**src/design/dntp_pkg.sv**
```systemverilog
// ----------------------------------------------------------------------------
// Decimal number token parser package
// Character codes, parser phases and fixed-point constants for the parser.
// ----------------------------------------------------------------------------
package dntp_pkg;

    typedef enum logic [1:0] {
        PH_IDLE,
        PH_LEAD,
        PH_INT,
        PH_FRAC
    } phase_t;

    localparam logic [7:0] CH_NUL   = 8'h00;
    localparam logic [7:0] CH_TAB   = 8'h09;
    localparam logic [7:0] CH_CR    = 8'h0D;
    localparam logic [7:0] CH_SPACE = 8'h20;
    localparam logic [7:0] CH_COMMA = 8'h2C;
    localparam logic [7:0] CH_MINUS = 8'h2D;
    localparam logic [7:0] CH_POINT = 8'h2E;
    localparam logic [7:0] CH_ZERO  = 8'h30;
    localparam logic [7:0] CH_NINE  = 8'h39;

    localparam int FRAC_BITS   = 16;
    localparam int FRAC_DIGITS = 5;
    localparam int POS_BITS    = 16;
    localparam int INT_BITS    = 32;
    localparam int FRAC_W      = 17;
    localparam int FDIG_W      = 3;
    localparam int VAL_BITS    = 48;

    localparam logic [INT_BITS-1:0] INT_MAX_MAG = 32'h7FFF_FFFF;
    localparam logic [POS_BITS-1:0] POS_LIM     = 16'hFFFF;
    localparam logic [VAL_BITS-1:0] MAG_MAX     = 48'h7FFF_FFFF_FFFF;
    localparam logic [FDIG_W-1:0]   FDIG_MAX    = FDIG_W'(FRAC_DIGITS);

    // The fraction is kept as five decimal digits F, and the binary fraction is
    // floor((F * 2048 + 1562) / 3125), taken by a reciprocal multiply.
    localparam int             QUOT_NUM_W  = 28;
    localparam int             RECIP_W     = 29;
    localparam int             PROD_W      = QUOT_NUM_W + RECIP_W;
    localparam int             RECIP_SHIFT = 40;
    localparam logic [10:0]    FRAC_HALF   = 11'd1562;
    localparam logic [RECIP_W-1:0] RECIP_3125 = 29'd351843721;

    function automatic logic [FRAC_W-1:0] frac_weight(input logic [FDIG_W-1:0] k);
        logic [FRAC_W-1:0] w;
        begin
            unique case (k)
                3'd0:    w = 17'd10000;
                3'd1:    w = 17'd1000;
                3'd2:    w = 17'd100;
                3'd3:    w = 17'd10;
                3'd4:    w = 17'd1;
                default: w = 17'd0;
            endcase
            return w;
        end
    endfunction

endpackage

```
**src/design/decimal_number_token_parser_top.sv**
```systemverilog
// ----------------------------------------------------------------------------
// Decimal number token parser
// Parses a stream of ASCII characters into unsigned 32-bit integers or signed Q31.16 values.
// ----------------------------------------------------------------------------
// Throughput: one character per cycle while the result side does not stall.
// Pipeline: the token ended by an accepted character passes the snapshot,
// reciprocal multiply and output registers in turn; each holds while the
// stage after it is stalled.
// Reset: aresetn is synchronous and active low; it clears the mode register,
// returns the parser to idle and empties the result pipeline.
module decimal_number_token_parser_top (
    input  logic        aclk,
    input  logic        aresetn,
    input  logic        cfg_we,
    input  logic [0:0]  cfg_wdata,
    input  logic        s_tvalid,
    output logic        s_tready,
    input  logic [23:0] s_tdata,   // ch [7:0], offset [23:8]
    input  logic [0:0]  s_tuser,   // start_req [0]
    output logic        m_tvalid,
    input  logic        m_tready,
    output logic [63:0] m_tdata,   // value [47:0], position [63:48]
    output logic [0:0]  m_tuser    // ok [0]
);

    logic [7:0]                          ch;
    logic                                start_req;
    logic [dntp_pkg::POS_BITS-1:0]       offset;
    logic                                accept;
    logic                                is_ws;
    logic                                is_dig;
    logic                                is_term;
    logic [3:0]                          digit;

    logic                                mode_reg;
    dntp_pkg::phase_t                    phase_reg, phase_next;
    logic                                tok_mode_reg, tok_mode_next;
    logic [dntp_pkg::INT_BITS-1:0]       int_reg, int_next;
    logic [dntp_pkg::FRAC_W-1:0]         frac_reg, frac_next;
    logic [dntp_pkg::FDIG_W-1:0]         fdig_reg, fdig_next;
    logic                                neg_reg, neg_next;
    logic                                seen_reg, seen_next;
    logic [dntp_pkg::POS_BITS-1:0]       count_reg, count_next;
    logic [dntp_pkg::POS_BITS-1:0]       base_reg, base_next;
    logic                                finish;

    logic [dntp_pkg::INT_BITS-1:0]       s1_int_next;
    logic [dntp_pkg::FRAC_W-1:0]         s1_frac_next;
    logic                                s1_neg_next;
    logic                                s1_mode_next;
    logic                                s1_ok_next;
    logic [dntp_pkg::POS_BITS-1:0]       s1_base_next;
    logic [dntp_pkg::POS_BITS-1:0]       s1_count_next;

    logic                                e1, e2, e3;
    logic                                s1_valid_reg;
    logic [dntp_pkg::INT_BITS-1:0]       s1_int_reg;
    logic [dntp_pkg::FRAC_W-1:0]         s1_frac_reg;
    logic                                s1_neg_reg;
    logic                                s1_mode_reg;
    logic                                s1_ok_reg;
    logic [dntp_pkg::POS_BITS-1:0]       s1_base_reg;
    logic [dntp_pkg::POS_BITS-1:0]       s1_count_reg;

    logic [dntp_pkg::POS_BITS:0]         pos_sum;
    logic [dntp_pkg::POS_BITS-1:0]       pos_sat;
    logic [dntp_pkg::QUOT_NUM_W-1:0]     quot_num;
    logic [dntp_pkg::PROD_W-1:0]         prod;

    logic                                s2_valid_reg;
    logic [dntp_pkg::INT_BITS-1:0]       s2_int_reg;
    logic [dntp_pkg::FRAC_W-1:0]         s2_fr_reg;
    logic                                s2_neg_reg;
    logic                                s2_mode_reg;
    logic                                s2_ok_reg;
    logic [dntp_pkg::POS_BITS-1:0]       s2_pos_reg;

    logic [dntp_pkg::VAL_BITS:0]         mag_sum;
    logic [dntp_pkg::VAL_BITS-1:0]       mag;
    logic [dntp_pkg::VAL_BITS-1:0]       value_calc;

    logic                                m_valid_reg;
    logic [dntp_pkg::VAL_BITS-1:0]       m_value_reg;
    logic                                m_ok_reg;
    logic [dntp_pkg::POS_BITS-1:0]       m_pos_reg;

    assign ch        = s_tdata[7:0];
    assign offset    = s_tdata[23:8];
    assign start_req = s_tuser[0];

    assign e3       = !m_valid_reg || m_tready;
    assign e2       = !s2_valid_reg || e3;
    assign e1       = !s1_valid_reg || e2;
    assign s_tready = e1;
    assign accept   = s_tvalid && s_tready;

    assign is_ws   = ((ch >= dntp_pkg::CH_TAB) && (ch <= dntp_pkg::CH_CR))
                     || (ch == dntp_pkg::CH_SPACE);
    assign is_dig  = (ch >= dntp_pkg::CH_ZERO) && (ch <= dntp_pkg::CH_NINE);
    assign is_term = is_ws || (ch == dntp_pkg::CH_NUL) || (ch == dntp_pkg::CH_COMMA);
    assign digit   = 4'(ch - dntp_pkg::CH_ZERO);

    always_ff @(posedge aclk) begin
        if (!aresetn) begin
            mode_reg <= 1'b0;
        end else if (cfg_we) begin
            mode_reg <= cfg_wdata[0];
        end
    end

    always_comb begin
        logic [dntp_pkg::POS_BITS-1:0] count_inc;
        logic [35:0]                   int_mul;
        logic                          done;
        dntp_pkg::phase_t              work_phase;

        phase_next    = phase_reg;
        tok_mode_next = tok_mode_reg;
        int_next      = int_reg;
        frac_next     = frac_reg;
        fdig_next     = fdig_reg;
        neg_next      = neg_reg;
        seen_next     = seen_reg;
        count_next    = count_reg;
        base_next     = base_reg;
        if (start_req) begin
            phase_next    = dntp_pkg::PH_LEAD;
            tok_mode_next = mode_reg;
            int_next      = '0;
            frac_next     = '0;
            fdig_next     = '0;
            neg_next      = 1'b0;
            seen_next     = 1'b0;
            count_next    = '0;
            base_next     = offset;
        end

        count_inc  = (count_next < dntp_pkg::POS_LIM) ? count_next + 1'b1 : count_next;
        int_mul    = {int_next, 3'b000} + {3'b000, int_next, 1'b0} + 36'(digit);
        finish     = 1'b0;
        done       = 1'b0;
        work_phase = phase_next;

        // Snapshot of the token as it stands before this character.
        s1_int_next   = int_next;
        s1_frac_next  = frac_next;
        s1_neg_next   = neg_next;
        s1_mode_next  = tok_mode_next;
        s1_ok_next    = seen_next && is_term;
        s1_base_next  = base_next;
        s1_count_next = count_next;

        if (work_phase == dntp_pkg::PH_LEAD) begin
            if (is_ws) begin
                count_next = count_inc;
                done       = 1'b1;
            end else begin
                work_phase = dntp_pkg::PH_INT;
                phase_next = dntp_pkg::PH_INT;
                if (tok_mode_next && (ch == dntp_pkg::CH_MINUS)) begin
                    neg_next   = 1'b1;
                    count_next = count_inc;
                    done       = 1'b1;
                end
            end
        end

        if (!done) begin
            unique case (work_phase)
                dntp_pkg::PH_INT: begin
                    if (is_dig) begin
                        if (!tok_mode_next) begin
                            int_next = int_mul[dntp_pkg::INT_BITS-1:0];
                        end else if (int_mul > 36'(dntp_pkg::INT_MAX_MAG)) begin
                            int_next = dntp_pkg::INT_MAX_MAG;
                        end else begin
                            int_next = int_mul[dntp_pkg::INT_BITS-1:0];
                        end
                        seen_next  = 1'b1;
                        count_next = count_inc;
                    end else if (tok_mode_next && (ch == dntp_pkg::CH_POINT)) begin
                        phase_next = dntp_pkg::PH_FRAC;
                        count_next = count_inc;
                    end else begin
                        finish     = 1'b1;
                        phase_next = dntp_pkg::PH_IDLE;
                    end
                end
                dntp_pkg::PH_FRAC: begin
                    if (is_dig) begin
                        seen_next = 1'b1;
                        if (fdig_next < dntp_pkg::FDIG_MAX) begin
                            frac_next = frac_next + dntp_pkg::FRAC_W'(
                                        dntp_pkg::frac_weight(fdig_next) * 17'(digit));
                            fdig_next = fdig_next + 1'b1;
                        end
                        count_next = count_inc;
                    end else begin
                        finish     = 1'b1;
                        phase_next = dntp_pkg::PH_IDLE;
                    end
                end
                default: ;
            endcase
        end
    end

    always_ff @(posedge aclk) begin
        if (!aresetn) begin
            phase_reg <= dntp_pkg::PH_IDLE;
        end else if (accept) begin
            phase_reg <= phase_next;
        end
    end

    always_ff @(posedge aclk) begin
        if (accept) begin
            tok_mode_reg <= tok_mode_next;
            int_reg      <= int_next;
            frac_reg     <= frac_next;
            fdig_reg     <= fdig_next;
            neg_reg      <= neg_next;
            seen_reg     <= seen_next;
            count_reg    <= count_next;
            base_reg     <= base_next;
        end
    end

    always_ff @(posedge aclk) begin
        if (!aresetn) begin
            s1_valid_reg <= 1'b0;
        end else if (e1) begin
            s1_valid_reg <= accept && finish;
        end
    end

    always_ff @(posedge aclk) begin
        if (e1) begin
            s1_int_reg   <= s1_int_next;
            s1_frac_reg  <= s1_frac_next;
            s1_neg_reg   <= s1_neg_next;
            s1_mode_reg  <= s1_mode_next;
            s1_ok_reg    <= s1_ok_next;
            s1_base_reg  <= s1_base_next;
            s1_count_reg <= s1_count_next;
        end
    end

    assign pos_sum  = {1'b0, s1_base_reg} + {1'b0, s1_count_reg};
    assign pos_sat  = pos_sum[dntp_pkg::POS_BITS] ? dntp_pkg::POS_LIM
                                                  : pos_sum[dntp_pkg::POS_BITS-1:0];
    assign quot_num = {s1_frac_reg, dntp_pkg::FRAC_HALF};
    assign prod     = dntp_pkg::PROD_W'(quot_num) * dntp_pkg::PROD_W'(dntp_pkg::RECIP_3125);

    always_ff @(posedge aclk) begin
        if (!aresetn) begin
            s2_valid_reg <= 1'b0;
        end else if (e2) begin
            s2_valid_reg <= s1_valid_reg;
        end
    end

    always_ff @(posedge aclk) begin
        if (e2) begin
            s2_int_reg  <= s1_int_reg;
            s2_fr_reg   <= prod[dntp_pkg::RECIP_SHIFT +: dntp_pkg::FRAC_W];
            s2_neg_reg  <= s1_neg_reg;
            s2_mode_reg <= s1_mode_reg;
            s2_ok_reg   <= s1_ok_reg;
            s2_pos_reg  <= s1_ok_reg ? pos_sat : '0;
        end
    end

    always_comb begin
        logic [dntp_pkg::INT_BITS-1:0] im;

        im = (s2_int_reg > dntp_pkg::INT_MAX_MAG) ? dntp_pkg::INT_MAX_MAG : s2_int_reg;
        mag_sum = {1'b0, im, {dntp_pkg::FRAC_BITS{1'b0}}} + (dntp_pkg::VAL_BITS + 1)'(s2_fr_reg);
        mag = (mag_sum > (dntp_pkg::VAL_BITS + 1)'(dntp_pkg::MAG_MAX))
              ? dntp_pkg::MAG_MAX : mag_sum[dntp_pkg::VAL_BITS-1:0];
        if (!s2_mode_reg) begin
            value_calc = dntp_pkg::VAL_BITS'(s2_int_reg);
        end else if (s2_neg_reg) begin
            value_calc = '0 - mag;
        end else begin
            value_calc = mag;
        end
    end

    always_ff @(posedge aclk) begin
        if (!aresetn) begin
            m_valid_reg <= 1'b0;
        end else if (e3) begin
            m_valid_reg <= s2_valid_reg;
        end
    end

    always_ff @(posedge aclk) begin
        if (e3) begin
            m_value_reg <= value_calc;
            m_ok_reg    <= s2_ok_reg;
            m_pos_reg   <= s2_pos_reg;
        end
    end

    assign m_tvalid = m_valid_reg;
    assign m_tdata  = {m_pos_reg, m_value_reg};
    assign m_tuser  = m_ok_reg;

endmodule

```
**config.mk**
```make
export PLATFORM = sky130hd
export DESIGN_NAME = decimal_number_token_parser_top
export DESIGN_NICKNAME = d
export VERILOG_FILES = /design/src/design/dntp_pkg.sv /design/src/design/decimal_number_token_parser_top.sv
export SDC_FILE = /design/constraint.sdc
export NUM_CORES = 1
export LEC_CHECK = 0
export ABC_AREA = 0
export BUFFER_PORTS_ARGS = -buffer_cell sky130_fd_sc_hd__buf_2
export CORE_MARGIN = 3
export CORE_UTILIZATION = 60
export DETAILED_ROUTE_END_ITERATION = 8
export HOLD_SLACK_MARGIN = 0.08
export MAX_ROUTING_LAYER = met4
export PLACE_DENSITY = 0.78
export SLEW_MARGIN = 30
export SYNTH_ARGS = -nofsm -noshare
export SYNTH_HDL_FRONTEND = slang
export SYNTH_SLANG_ARGS = --single-unit
export TNS_END_PERCENT = 30
```
**constraint.sdc**
```tcl
create_clock -name aclk -period 7.88 [get_ports aclk]
set_input_delay 0.394 -clock aclk [delete_from_list [all_inputs] [get_ports aclk]]
set_output_delay 0.394 -clock aclk [all_outputs]
set_load 0.02 [all_outputs]
```
==> impl_summary.txt <==
----------------------------------------------------
[Drt]
  Mean routed wirelength per cell ... 19.7 um
  First-pass DRT Iterations ... 5
  Final wirelength ... 64600 um
  Vias ... 19400
  Count of routing violations after the opening detailed-route iteration ... 1575
  Remaining number of nets flagged by the antenna check after routing ... 0
  Via density per instance ... 5.90
  Number of remaining DRC errors ... 0

[STA]
  Maximum clock frequency ... 0.134 GHz
  Unrepaired setup endpoints after global routing ... no
  Final critical-path share of the clock period ... 94.7%
  Hold violation total from the final report ... 0
  Final TNS setup ... 0 ns
  Worst relative slew slack ... 41.7%
  Worst-Margin Slew ... 0.875 ns
  Fin crit period ... 7.46 ns
  Setup-failing EPs final ... 0
  Setup clock skew after layout ... 0.0165 ns
  Max Slew Vio Count ... 0

[Power and ir drop]
  Design Power ... 7.20 mW
  Power Dens Cells ... 241 nW/um^2
  Leakage dissipation ... 14.0 nW
  Maximum vdd ir drop ... 0.000218 V

[Final layout]
  Finished Layout Cells ... 3282
  Net count reported at finish ... 3239
  Post-route core utilization ... 66.7%
  Share of final-layout standard cells stronger than drive strength 1 ... 10.3%
  Finished Cell Area ... 29800 um^2
  Number of flip-flops in the largest register ... 48
  Diodes inserted ... 0
  Area growth from synthesis to final layout ... 8.78%
  Filler Cells Inserted ... 3473

[Floorplan]
  Die area ... 48300 um^2
  Die extent in x ... 220 um
  Starting density of the core ... 61.3%
  Height of the die ... 220 um
  Row count ... 77
  Ports ... 98
  Area of the core ... 44700 um^2

[Global route]
  Wire length of the first global-routing pass ... 104000 um
  Met2 track demand over resource in global routing ... 42.9%
  All-Layer GR Usage ... 28.2%
  Via count of the first global-routing pass ... 19600
  Pin count of the biggest net entering global routing ... 71
  Global routing usage on met1 ... 41.0%
  Initial antenna violation count ... 0
  Most congested layer reported by global routing ... met2
  Global-route track usage on met3 ... 3.99%
  Total congestion overflow after global routing ... 0

[Synthesis]
  Count of flip-flops with a built-in enable after synthesis ... 304
  Dominant cell by count in the synthesized netlist ... sky130_fd_sc_hd__inv_1
  YS warnings ... 0
  Average cell area after synthesis ... 10.7 um^2
  Post-Synthesis Cell Area ... 27400 um^2
  Predominant post-synthesis flop cell ... sky130_fd_sc_hd__edfxtp_1
  Count of mapped cells out of synthesis ... 2571
  Portion of the post-synthesis area used by sequential elements ... 33.7%
  Number of distinct library cells after synthesis ... 94
  Leading cell types by count after synthesis ... 407 x sky130_fd_sc_hd__inv_1, 333 x sky130_fd_sc_hd__ha_1, 304 x sky130_fd_sc_hd__edfxtp_1
  Share of the synthesized area in the top cell type ... 33.3%
  Post-synth top area cell ... sky130_fd_sc_hd__edfxtp_1
  Synth area leaders ... sky130_fd_sc_hd__edfxtp_1 33%, sky130_fd_sc_hd__fa_1 15%, sky130_fd_sc_hd__ha_1 15%
  Share of flip-flops with an asynchronous set or reset after synthesis ... 0%
  Yosys reg bits ... 310

[Place]
  Area after DPL ... 28500 um^2
  Routability cong. ... 1.04
  # port buffers ... 97
  Hpwl dp ... 50200 um
  Dpl cells ... 3210

[Critical path]
  Category of the most critical setup path ... flip-flop to flip-flop
  Worst setup path endpoint ... s2_fr_reg[15]
  Worst reg-to-reg path cell count ... 22
  Worst r2r dst ... s2_fr_reg[15]
  Worst path cell trace ... ha_1 > fa_1 > inv_1 > fa_1 > inv_1 > fa_1 > fa_1 > inv_1 > fa_1 > fa_1 > inv_1 > ha_1 > a211oi_1 > o21ai_0 > a211o_1 > a211oi_4 > o21ai_0 > buf_4 > a221o_1 > a41oi_1 > nor2b_1 > xnor2_1
  Req. time, crit path ... 8.19 ns
  Slowest CP cell ... sky130_fd_sc_hd__fa_1
  Critical Path Max Stage Delay ... 0.56 ns
  Worst path arrival time ... 7.77 ns
  Crit start category ... flip-flop
  Startpoint of the most critical setup path ... s1_frac_reg[9]
  Worst reg2reg startpoint ... s1_frac_reg[9]
  Endpoint kind of the worst setup timing path ... flip-flop
  Critical-path maximum fanout ... 7
  Setup slack of the worst register-to-register path ... 0.42 ns
  Most frequent cell on the critical path ... sky130_fd_sc_hd__fa_1

[CTS]
  CTS tree ... yes
  H-tree depth ... 2
  Maximum root-to-sink buffer count ... 3
  Post-CTS clock slew at the launch and capture registers of the worst setup and hold paths ... 0.06 ns
  Sink Count ... 310
  Clk_lat worst skew ... 0.56 ns
  Number of clock buffers inserted by TritonCTS ... 36
  Master cell of the clock root buffer ... sky130_fd_sc_hd__clkbuf_16

[Min path]
  HP Class ... primary input to flip-flop

[Run]
  Number of violations of the max-capacitance limit ... 0

[Status]
  Outcome ... finished, final reports clean

----------------------------------------------------
==> metrics by stage <==
stage	setup WS, ns	hold WS (ns)
final	0.421	0.114
after global placement	0.0113	0.400
after global routing	0.0796	0.137
after detailed placement	-0.159	0.405
after CTS	0.153	0.0885
after floorplan	1.08	0.400
==> power by group <==
group | leakage, nW | switching, mW | internal (mW)
sequential | 3.46 | 0.0999 | 2.02
combinational | 9.92 | 1.93 | 1.44
clock | 0.600 | 0.700 | 1.00
==> worst max-delay path: cells and delay by family (launching register included) <==
| kind | cells | cell delay (ns) |
|---|---|---|
| buffers and inverters | 5 | 0.40 |
| DFF | 1 | 0.55 |
| xor gates and xnor gates | 1 | 0.08 |
| adders and majority gates | 8 | 3.82 |
| AOI/OAI and AO/OA | 7 | 2.15 |
| and+or+nand+nor | 1 | 0.20 |
==> layout by cell type (no fill, tap or decap), types with 9 or more instances in the layout <==
| cell | n |
|---|---|
| sky130_fd_sc_hd__ha_1 | 332 |
| sky130_fd_sc_hd__nor3_1 | 41 |
| sky130_fd_sc_hd__buf_2 | 97 |
| sky130_fd_sc_hd__xor2_1 | 37 |
| sky130_fd_sc_hd__xnor2_1 | 64 |
| sky130_fd_sc_hd__clkinv_2 | 9 |
| sky130_fd_sc_hd__inv_1 | 406 |
| sky130_fd_sc_hd__clkbuf_16 | 36 |
| sky130_fd_sc_hd__nor2b_1 | 64 |
| sky130_fd_sc_hd__a21o_1 | 27 |
| sky130_fd_sc_hd__o211ai_1 | 10 |
| sky130_fd_sc_hd__buf_4 | 26 |
| sky130_fd_sc_hd__a31oi_1 | 22 |
| sky130_fd_sc_hd__edfxtp_1 | 304 |
| sky130_fd_sc_hd__o21ai_0 | 135 |
| sky130_fd_sc_hd__o31ai_1 | 11 |
| sky130_fd_sc_hd__a41oi_1 | 9 |
| sky130_fd_sc_hd__nand2b_1 | 36 |
| sky130_fd_sc_hd__or2_2 | 11 |
| sky130_fd_sc_hd__nand3_1 | 43 |
| sky130_fd_sc_hd__nor4_1 | 11 |
| sky130_fd_sc_hd__a21oi_1 | 98 |
| sky130_fd_sc_hd__a211oi_1 | 27 |
| sky130_fd_sc_hd__nor2_1 | 115 |
| sky130_fd_sc_hd__nand2_1 | 127 |
| sky130_fd_sc_hd__and2_1 | 32 |
| sky130_fd_sc_hd__a311oi_1 | 10 |
| sky130_fd_sc_hd__mux2_2 | 46 |
| sky130_fd_sc_hd__and3_1 | 18 |
| sky130_fd_sc_hd__nand4_1 | 21 |
| sky130_fd_sc_hd__mux2i_1 | 15 |
| sky130_fd_sc_hd__o21bai_1 | 12 |
| sky130_fd_sc_hd__and4_1 | 17 |
| sky130_fd_sc_hd__fa_1 | 212 |
| sky130_fd_sc_hd__or3_1 | 11 |
| sky130_fd_sc_hd__o21a_1 | 29 |
==> cells by family (layout without fill, tap and decap cells) <==
family	count (synthesis)	after routing	share of synthesized area, %
flip-flops	310	310	33.7
adder cells (fa/ha/maj)	545	545	30.7
AO/OA/AOI/OAI	480	480	11.6
AND/OR/NAND/NOR	593	593	11.6
XOR/XNOR	101	101	3.23
other	1	2	0.0137
multiplexers	61	61	2.44
buffers and inverters	480	598	6.72
==> worst min-delay path by stage <==
stage                     depth (start not counted)            from  slack, ns             end
after floorplan                                   0   s2_pos_reg[0]       0.40    m_pos_reg[0]
after global placement                            0  s1_int_reg[20]       0.40  s2_int_reg[20]
after detailed placement                          0  s1_int_reg[12]       0.40  s2_int_reg[12]
after CTS                                         3          cfg_we       0.09        mode_reg
after global routing                              3          cfg_we       0.14        mode_reg
final                                             3          cfg_we       0.11        mode_reg
==> area by class of cell <==
type	count	area, um^2	share of cell area, %
clock buffers	42	943	3.16
clock inverters	23	278	0.931
inverters	408	1530	5.14
multi-input cells	1782	16400	54.9
flip-flops and latches	310	9250	31.0
well taps	592	741	2.48
repair buffers	125	701	2.35
==> timing repair <==
| item | in CTS | in global routing |
|---|---|---|
| cloned | 0 | 0 |
| hold endpoints to repair | 2 | 0 |
| hold buffers | 2 | 0 |
| endpoints found under the setup margin | 5 | 7 |
| resized for setup | 1 | 3 |
| setup buffers | 0 | 5 |
==> layer usage <==
layer / wire (um) / vias up
li1: - / 9201
met1: 30400 / 9519
met2: 29300 / 577
met3: 3920 / 79
met4: 965 / 0
met5: 0 / -
Power figures use the tool's default switching activity.
